===== src/design/rwv_pkg.sv =====
// Package with field widths, register indexes and control structs of the VWAP block
package rwv_pkg;

  localparam int SYM_W        = 16;
  localparam int PRICE_W      = 24;
  localparam int MID_W        = PRICE_W + 1;
  localparam int VOL_W        = 20;
  localparam int WGT_W        = MID_W + VOL_W;
  localparam int LOOKBACK_W   = 11;
  localparam int OUT_W        = 32;
  localparam int FRAC_SHIFT   = 7;
  localparam int CFG_IDX_W    = 2;
  localparam int CFG_DATA_W   = 16;

  localparam logic [CFG_IDX_W-1:0]  CFG_TRACKED_SYMBOL = 2'd0;
  localparam logic [CFG_IDX_W-1:0]  CFG_LOOKBACK_TICKS = 2'd1;
  localparam logic [LOOKBACK_W-1:0] LOOKBACK_RST       = 11'd1024;

  typedef struct packed {
    logic capture;
    logic read_old;
    logic sub_old;
    logic add_new;
    logic div_start;
    logic div_step;
  } rwv_cmd_t;

  typedef struct packed {
    logic match;
    logic div_last;
  } rwv_status_t;

endpackage


===== src/design/rwv_ctrl.sv =====
// Controller state machine sequencing one tick through the datapath
module rwv_ctrl (
  input  logic                 clk_i,
  input  logic                 rst_ni,
  input  logic                 in_valid_i,
  input  logic                 out_stall_i,
  input  rwv_pkg::rwv_status_t status_i,
  output rwv_pkg::rwv_cmd_t    cmd_o,
  output logic                 in_stall_o,
  output logic                 out_valid_o
);

  import rwv_pkg::*;

  localparam logic [2:0] ST_IDLE  = 3'd0;
  localparam logic [2:0] ST_LOOK  = 3'd1;
  localparam logic [2:0] ST_SUB   = 3'd2;
  localparam logic [2:0] ST_ADD   = 3'd3;
  localparam logic [2:0] ST_DINIT = 3'd4;
  localparam logic [2:0] ST_DIV   = 3'd5;
  localparam logic [2:0] ST_OUT   = 3'd6;

  logic [2:0] state_q, state_d;

  always_comb begin
    state_d = state_q;
    cmd_o   = '0;
    unique case (state_q)
      ST_IDLE: begin
        if (in_valid_i) begin
          cmd_o.capture = 1'b1;
          state_d       = ST_LOOK;
        end
      end
      ST_LOOK: begin
        if (status_i.match) begin
          cmd_o.read_old = 1'b1;
          state_d        = ST_SUB;
        end else begin
          state_d = ST_IDLE;
        end
      end
      ST_SUB: begin
        cmd_o.sub_old = 1'b1;
        state_d       = ST_ADD;
      end
      ST_ADD: begin
        cmd_o.add_new = 1'b1;
        state_d       = ST_DINIT;
      end
      ST_DINIT: begin
        cmd_o.div_start = 1'b1;
        state_d         = ST_DIV;
      end
      ST_DIV: begin
        cmd_o.div_step = 1'b1;
        if (status_i.div_last) begin
          state_d = ST_OUT;
        end
      end
      ST_OUT: begin
        if (!out_stall_i) begin
          state_d = ST_IDLE;
        end
      end
      default: state_d = ST_IDLE;
    endcase
  end

  always_ff @(posedge clk_i or negedge rst_ni) begin
    if (!rst_ni) begin
      state_q <= ST_IDLE;
    end else begin
      state_q <= state_d;
    end
  end

  assign in_stall_o  = (state_q != ST_IDLE);
  assign out_valid_o = (state_q == ST_OUT);

endmodule


===== config.mk =====
export PLATFORM = sky130hd
export DESIGN_NAME = rwv_ctrl
export DESIGN_NICKNAME = d
export VERILOG_FILES = /design/src/design/rwv_pkg.sv /design/src/design/rwv_ctrl.sv
export SDC_FILE = /design/constraint.sdc
export NUM_CORES = 1
export LEC_CHECK = 0
export ABC_AREA = 1
export BUFFER_PORTS_ARGS = -buffer_cell sky130_fd_sc_hd__buf_2
export CORE_AREA = 10 10 47 49
export CTS_CLUSTER_SIZE = 8
export DETAILED_ROUTE_END_ITERATION = 12
export DIE_AREA = 0 0 57 59
export REMOVE_ABC_BUFFERS = 1
export SLEW_MARGIN = 5
export SYNTH_ARGS = -nofsm -noshare
export SYNTH_HDL_FRONTEND = slang
export SYNTH_SLANG_ARGS = --single-unit
export TNS_END_PERCENT = 100

===== constraint.sdc =====
create_clock -name clk_i -period 1.2 [get_ports clk_i]
set_clock_uncertainty 0.2 [all_clocks]
set_input_delay 0.12 -clock clk_i [delete_from_list [all_inputs] [get_ports clk_i]]
set_output_delay 0.12 -clock clk_i [all_outputs]
set_load 0.005 [all_outputs]

# Word level (Yosys, flattened, before mapping)

Cells that the tools add are included.

Eq/ne operators: 9
Reduce and logical (&&, ||, !) cells: 3
Muxes and demuxes: 13

Operators with widths:

| cell                                                 | count |
|---|---|
| one-hot mux 3 bit (7 select lines)                   | 1 |
| equality test 3 bit (second input constant)          | 3 |
| two-way mux 3 bit                                    | 3 |
| two-way mux 1 bit                                    | 8 |
| equality test 3 x 2 -> 1 bit (second input constant) | 2 |
| != test 2 bit (second input constant)                | 3 |
| equality test 3 x 1 -> 1 bit (second input constant) | 1 |
| zero test 3 bit                                      | 1 |
| AND reduction 3 bit                                  | 1 |
| nonzero test 3 bit                                   | 1 |
| two-way mux 2 bit                                    | 1 |

Flip-flop bits (word level): 3
Word-level logic and storage cells: 26
Input bits: 6
Output and inout port bits: 8

# Logic depth before layout (Yosys ltp)

Gate-level depths: netlist (run 1).

Depth in word-level cells: 3
Mapped depth: 6
Depth with buffers taken out: 6

# Worst setup path after synthesis (run 1)

OpenSTA, ideal clock, no wires.

Kind: register -> register
Start: register state_q[1]
End: register state_q[2]
Arrival time: 821 ps
Buffers on the path: 0
Setup time: 117 ps
Clock period less this slack: 1138 ps
Cell stages (with the launch flop): 5
Path slack: 62 ps
Data required time: 883 ps
Path through: dfrtp_1 -> nor2_1 -> nand3_1 -> inv_1 -> o21ai_2

Word-level cells in the longest chain between the ends: 3
Elaborated cells on any way between the ends: 12
Classes of those cells: eq/ne: 9; mux: 1; reduce/logical: 2

Ends and longest elaborated chain:

| what                                                          | line           | text |
|---|---|---|
| from (decl)                                                   | rwv_ctrl.sv:23 | `logic [2:0] state_q, state_d;` |
| from (signal assigned)                                        | rwv_ctrl.sv:74 | `state_q <= state_d;` |
| equality test 3 bit / zero test 3 bit (equally long branches) | rwv_ctrl.sv:28 | `unique case (state_q)` |
| != test 2 bit (no line)                                       | n/a            |  |
| AND reduction 3 bit (no line)                                 | n/a            |  |

Several ways; a longest one is shown, not always the timed one.
A chain may end at the register's enable or synchronous reset.

==> flow_summary.json, run 1 <==
{
  "outcome": "complete, but fails checks",
  "violations": "negative setup slack",
  "dp.cells": 68,
  "synthCells": 39,
  "synth_cell_types": 15,
  "fin_setup_tns_ps": -1480,
  "synth_top_area_share_pct": 30.5,
  "syn2layout_area_growth_pct": 80.7,
  "relSlewSlack_pct": 88.0,
  "die_y_um": 59,
  "antenna_cells": 0,
  "fin_ws_ps": -206,
  "clk_path_buf_depth": 2,
  "maxCapViolCount": 0,
  "grt_setup_unrepaired": "yes",
  "drv_slew": 0,
  "reg2reg_to": "state_q[1]",
  "gr-usage-all-layers_pct": 5.14,
  "antenna_found_initial": 0,
  "drtPass1Iterations": 4,
  "critical_path_class": "flip-flop to primary output",
  "via_count": 313,
  "regArea_um2": 78.8,
  "syn_area_um2": 246,
  "r2r_cells": 6,
  "portBuffers": 13,
  "cts_root_buf": "clkbuf_4",
  "r2r_setup_slack_ps": -70,
  "largest_reg_flops": 3,
  "setup_viol": 11,
  "cts_buffers": 3,
  "drc_errors": 0,
  "dieArea_um2": 3360,
  "fmax_mhz": 711,
  "grt_pass1_vias": 310,
  "dp_hpwl_um": 608,
  "clock_latency_ps": 230,
  "post-route-min-period_ps": 1410,
  "wl_um": 801,
  "start_util_pct": 17.6,
  "vdd_drop_max_mv": 0.626,
  "seq_area_frac_synth_pct": 30.5,
  "start_kind": "flip-flop",
  "cts_tree": "built",
  "critPathMaxFanout": 5,
  "top_register": "state_q",
  "die_w_um": 57,
  "grt_max_degree": 7,
  "ys_ff_latch": 3,
  "std_cell_rows": 14,
  "cts.sinks": 3,
  "multi_input_area_um2": 159,
  "synth_area_leader_cell": "dfrtp_1",
  "hold_viol_final": 0,
  "required_ps": 880,
  "utilization_pct": 31.8,
  "n_fill_cell": 161,
  "final_common_cell": "buf_2",
  "wire_per_inst_um": 10.4,
  "synth_area_leaders": "dfrtp_1 30%, nand2_1 14%, inv_1 11%",
  "ios": 14,
  "worst_pin_slew_ps": 178,
  "drive_gt1_share_pct": 60.7,
  "clkSlewWorstSetupHoldPaths_ps": 40,
  "grt_pass1_wl_um": 1340,
  "power_density_nw_per_um2": 2380,
  "leakage_uw": 0.000267,
  "coreArea_um2": 1400,
  "drt_iter0_markers": 2,
  "largestRegisters": "state_q (3)",
  "final_nets": 68,
  "via_per_inst": 4.06,
  "grt.overflow.total": 0,
  "hold_class": "primary input to async pin",
  "htree_levels": 1,
  "fin_cells": 77,
  "most-common-layout-cells": "12 x buf_2, 6 x inv_1, 6 x nand2_1",
  "place_congestion": 0.762,
  "period_share_pct": 117,
  "endpoint": "cmd_o[0]",
  "syn_area_per_cell_um2": 6.32,
  "ant_nets": 0,
  "worstPathArrival_ps": 1090,
  "reg2reg_from": "state_q[1]",
  "yosys_warnings": 0,
  "crit_path_end_kind": "primary output",
  "startpoint": "state_q[2]",
  "pre_cts_slack_ps": -17.9
}
[metal layers]
metal  track usage, %  share of wire, %
met1             4.75                36
met2             8.22                56
met3             3.00               6.2
met4             4.03               2.1
met5                0                 0
[final cells by class]
| cell class | count | area share [%] |
|---|---|---|
| inverters | 10 | 8.99 |
| clock buffers | 4 | 5.90 |
| well taps | 16 | 4.49 |
| flip-flops and latches | 3 | 17.7 |
| repair buffers | 18 | 27.2 |
| multi-input cells | 26 | 35.7 |
[worst min-delay path by stage]
stage,to,slack (ps),cells past startpoint
2_1_floorplan,state_q[0],-380,0
3_3_place_gp,state_q[2],-280,1
3_5_place_dp,state_q[1],-280,1
4_1_cts,state_q[1],20,2
5_1_grt,state_q[1],20,2
6_report,state_q[1],10,2
[critical path, cell delays in order, from the launching register on]
cell and delay (ps):
dfrtp_2 460, buf_6 140, nand3_4 90, inv_2 60, buf_6 110
[logic make-up (layout without fill, tap and decap cells)]
group	Yosys count	after routing	share of synthesized area [%]
DFF	3	3	30.5
and+or+nand+nor	21	21	40.1
AOI/OAI and AO/OA	5	5	14.2
buffers and inverters	10	32	15.2
[stage by stage]
| step | hold WS [ps] | area, um^2 | total power (uW) |
|---|---|---|---|
| final | 14.8 | 445 | 1060 |
| after global routing | 22.6 | 445 | 1170 |
| after CTS | 15.1 | 422 | 1000 |
| after detailed placement | -282 | 332 | 687 |
| after global placement | -284 | 332 | 679 |
| after floorplan | -376 | 246 | 525 |
[where the power goes]
part / internal [uW] / total (uW) / switching [uW]
combinational: 295 / 615 / 320
sequential: 159 / 270 / 111
clock: 124 / 173 / 48.8
[synth_stat cells]
| cell | number |
|---|---|
| nand4_1 | 1 |
| nand2_1 | 9 |
| nor2_1 | 4 |
| o21ai_2 | 1 |
| nor2_2 | 2 |
| dfrtp_1 | 3 |
| o21a_1 | 1 |
| a21oi_2 | 1 |
| o21ai_1 | 1 |
| inv_1 | 7 |
| nand3_2 | 1 |
| nand2_2 | 1 |
| nand3_1 | 3 |
| o21ai_0 | 1 |
| inv_2 | 3 |
[repair_timing]
item | in CTS | in global routing
endpoints found under the hold margin | 5 | 0
setup buffers | 3 | 0
cloned | 0 | 0
hold buffers | 2 | 0
setup endpoints to repair | 11 | 11
pin swaps | 2 | 2
gates resized for setup | 7 | 8
Power figures use the tool's default switching activity.
==> inputs of run 2 (changes only) <==
- CTS_CLUSTER_SIZE: 8 -> unset
- clock period: 1.2 -> 1.67 ns (I/O delays scaled with it)
==> flow_summary.json, run 2 (synthesis gave the netlist of run 1 again) <==
{
  "drtPass1Iterations": 2,
  "outcome": "completed",
  "grt_setup_unrepaired": "no",
  "post-route-min-period_ps": 1500,
  "postCtsHoldBufs": 1,
  "timing.critical_path.cells": "nor2_1 -> nand2_1 -> nor2_1 -> buf_2",
  "critPathMaxFanout": 6,
  "reg2reg_to": "state_q[0]",
  "path_buf_inv": 1,
  "ant_nets": 0,
  "crit_slowest_cell": "dfrtp_1",
  "r2r_setup_slack_ps": 420,
  "die_w_um": 57,
  "drc_errors": 0,
  "gr-usage-all-layers_pct": 4.50,
  "maxCapViolCount": 0,
  "start_util_pct": 17.6,
  "grt_pass1_wl_um": 1150,
  "std_cell_rows": 14,
  "grt.overflow.total": 0,
  "relSlewSlack_pct": 85.9,
  "dp_hpwl_um": 613,
  "grt_max_degree": 7,
  "hold_viol_final": 0,
  "min_from": "status_i[0]",
  "cpMostUsedCell": "nor2_1",
  "cts_root_buf": "clkbuf_4",
  "ios": 14,
  "htree_levels": 1,
  "clkSlewWorstSetupHoldPaths_ps": 40,
  "die_y_um": 59,
  "most-common-layout-cells": "13 x buf_2, 9 x nand2_1, 7 x inv_1",
  "startpoint": "state_q[1]",
  "final_nets": 64,
  "cts_buffers": 3,
  "top_register": "state_q",
  "critical_path_class": "flip-flop to primary output",
  "largest_reg_flops": 3,
  "drt_iter0_markers": 1,
  "period_share_pct": 89.7,
  "hold_class": "primary input to flip-flop",
  "antenna_cells": 0,
  "via_per_inst": 4.05,
  "start_kind": "flip-flop",
  "r2r_cells": 4,
  "via_count": 296,
  "clock_latency_ps": 240,
  "power_density_nw_per_um2": 1690,
  "hold_depth": 4,
  "setup_viol": 0,
  "coreArea_um2": 1400,
  "grt_pass1_vias": 275,
  "dieArea_um2": 3360,
  "final_common_cell": "buf_2",
  "reg2reg_from": "state_q[1]",
  "drv_slew": 0,
  "cts.sinks": 3,
  "clk_path_buf_depth": 2,
  "crit_path_end_kind": "primary output",
  "leakage_uw": 0.000246,
  "portBuffers": 13,
  "critPathMaxStageDelay_ps": 430,
  "worst_pin_slew_ps": 209,
  "syn2layout_area_growth_pct": 49.2,
  "postCtsSetupRepairBufs": 0,
  "path_delay_family": "flip-flops",
  "p_total_uw": 623,
  "largestRegisters": "state_q (3)",
  "cts_tree": "built",
  "cts_resized": 0,
  "wl_um": 739,
  "hold_path_end": "state_q[0]",
  "required_ps": 1300,
  "fmax_mhz": 667,
  "place_congestion": 0.747,
  "wire_per_inst_um": 10.1,
  "fin_setup_tns_ps": 0,
  "vdd_drop_max_mv": 0.393,
  "worstPathArrival_ps": 1130,
  "drive_gt1_share_pct": 43.9,
  "antenna_found_initial": 0
}
run 2: changes by cell type in the layout (fill, tap and decap cells not counted), moves of 2 or more:
cell / previous run / this run
dfrtp_2: 3 / 0
nor2_1: 2 / 4
buf_6: 3 / 0
dfrtp_1: 0 / 3
nand2_1: 6 / 9
nand2_2: 4 / 1
run 2: metrics by stage:
| stage | util (%) | cell area [um^2] | setup WS (ps) | hold slack (ps) | cells |
|---|---|---|---|---|---|
| 6_report | 26.3 | 368 | 172 | 34.2 | 73 |
| 3_3_place_gp | 23.7 | 332 | 438 | -237 | 68 |
| 2_1_floorplan | - | 246 | 517 | -329 | 39 |
| 3_5_place_dp | 23.7 | 332 | 409 | -236 | 68 |
| 5_1_grt | 26.3 | 368 | 108 | 45.5 | 73 |
| 4_1_cts | 26.3 | 368 | 157 | 31.1 | 73 |
run 2: cell type report:
class | instances | area [um^2]
multi-input combinational | 26 | 134
inverter | 10 | 37.5
tap | 16 | 20.0
fill | 171 | 1030
clock buffer | 4 | 26.3
sequential | 3 | 75.1
timing repair buffer | 14 | 75.1
run 2: worst max path at each step:
stage	endpoint	slack [ps]	depth (start not counted)
final	cmd_o[5]	170	4
after global routing	cmd_o[5]	110	4
after CTS	cmd_o[5]	160	4
after detailed placement	cmd_o[5]	410	4
after global placement	cmd_o[5]	440	4
after floorplan	cmd_o[5]	520	3
run 2: report_power, final:
group,internal [uW],leakage (uW),switching (uW)
clock network,89.8,0.0000150,41.3
logic,136,0.000194,197
registers,108,0.0000375,51.7
run 2: per-layer routing:
layer / vias to the layer above / GRT usage [%] / wire length, um
li1: 159 / - / -
met1: 126 / 3.81 / 262
met2: 8 / 7.29 / 382
met3: 3 / 2.79 / 69
met4: 0 / 4.03 / 25
met5: - / 0 / 0
run 2: worst reg2reg max path: cells and delay by family, from the launching register on:
family	cells	cell delay [ps]
AOI/OAI and AO/OA	1	70
DFF	1	430
and+or+nand+nor	3	430
==> inputs of run 3 (changes only) <==
- CTS_BUF_LIST: unset -> sky130_fd_sc_hd__clkbuf_8
==> flow_summary.json, run 3 (synthesis gave the netlist of run 1 again) <==
{
  "syn2layout_area_growth_pct": 56.9,
  "drc_errors": 0,
  "cts_tree": "built",
  "start_util_pct": 17.6,
  "worstPathArrival_ps": 1100,
  "cts.sinks": 3,
  "hold_class": "primary input to flip-flop",
  "grt.overflow.total": 0,
  "design_area_um2": 387,
  "std_cell_rows": 14,
  "drtPass1Iterations": 2,
  "gr-usage-all-layers_pct": 4.37,
  "setup_viol": 0,
  "die_y_um": 59,
  "via_per_inst": 3.99,
  "die_w_um": 57,
  "critical_path_class": "flip-flop to primary output",
  "antenna_found_initial": 0,
  "htree_levels": 1,
  "grt_pass1_vias": 268,
  "worst_pin_slew_ps": 219,
  "postCtsSetupRepairBufs": 0,
  "hold_viol_final": 0,
  "required_ps": 1300,
  "period_share_pct": 88.0,
  "ios": 14,
  "leakage_uw": 0.000258,
  "maxCapViolCount": 0,
  "clock_latency_ps": 210,
  "power_density_nw_per_um2": 1790,
  "top_register": "state_q",
  "grt_pass1_wl_um": 1150,
  "fin_setup_tns_ps": 0,
  "drv_slew": 0,
  "most-common-layout-cells": "13 x buf_2, 9 x nand2_1, 8 x inv_1",
  "start_kind": "flip-flop",
  "clk_path_buf_depth": 2,
  "post-route-min-period_ps": 1470,
  "grt_max_degree": 7,
  "portBuffers": 13,
  "final_nets": 64,
  "p_total_uw": 691,
  "dpl_cell_area_um2": 332,
  "vdd_drop_max_mv": 0.624,
  "coreArea_um2": 1400,
  "crit_path_end_kind": "primary output",
  "clkSlewWorstSetupHoldPaths_ps": 30,
  "pre_cts_slack_ps": 409,
  "dp_hpwl_um": 613,
  "antenna_cells": 0,
  "drt_iter0_markers": 4,
  "wl_um": 713,
  "cts_buffers": 3,
  "ant_nets": 0,
  "largestRegisters": "state_q (3)",
  "largest_reg_flops": 3,
  "drive_gt1_share_pct": 43.9,
  "critPathMaxFanout": 6,
  "final_common_cell": "buf_2",
  "via_count": 291,
  "n_fill_cell": 167,
  "place_congestion": 0.747,
  "relSlewSlack_pct": 85.4,
  "dieArea_um2": 3360,
  "wire_per_inst_um": 9.77,
  "cts_root_buf": "clkbuf_8",
  "grt_setup_unrepaired": "no",
  "fmax_mhz": 681,
  "fin_ws_ps": 201,
  "outcome": "completed"
}
run 3: stage by stage:
step                      hold slack (ps)  instances  util, %
final                                54.1         73     27.6
after global routing                 68.0         73     27.6
after CTS                            58.0         73     27.6
after detailed placement             -236         68     23.7
after global placement               -237         68     23.7
after floorplan                      -329         39        -
run 3: repair_timing:
item | CTS | global route
resized for setup | 0 | 0
hold endpoints to repair | 3 | 0
hold buffers | 1 | 0
run 3: worst max-delay path: stages, from the launching register on:
cell and delay [ps]:
dfrtp_1 420, nor2_1 190, nand2_1 80, nor2_1 80, buf_2 110
run 3: power breakdown:
group	leakage [uW]	internal (uW)	total, uW	switching, uW
logic	0.000194	136	330	194
clock network	0.0000269	156	202	45.5
registers	0.0000375	108	159	51.2
run 3: worst paths after layout:
check                       startpoint    endpoint  slack (ps)  cells past startpoint
max                         state_q[1]    cmd_o[5]         200                      4
min                        status_i[0]  state_q[0]          50                      4
max reg2reg                 state_q[1]  state_q[0]         430                      4
min reg2reg                 state_q[1]  state_q[1]         510                      2
max in group asynchronous       rst_ni  state_q[0]        1080                      2
min in group asynchronous       rst_ni  state_q[1]          90                      2
run 3: routing by layer:
layer	global-route usage, %	wire [um]
met1	3.93	270
met2	7.13	379
met3	2.79	63
met4	3.02	0
met5	0	0
run 3: cell type report:
type / instances / area (um^2) / share of cell area [%]
Timing Repair Buffer: 14 / 75.1 / 19.4
Sequential cell: 3 / 75.1 / 19.4
Tap cell: 16 / 20.0 / 5.18
Clock buffer: 3 / 41.3 / 10.7
Inverter: 10 / 37.5 / 9.71
Clock inverter: 1 / 3.75 / 0.971
Multi-Input combinational cell: 26 / 134 / 34.6
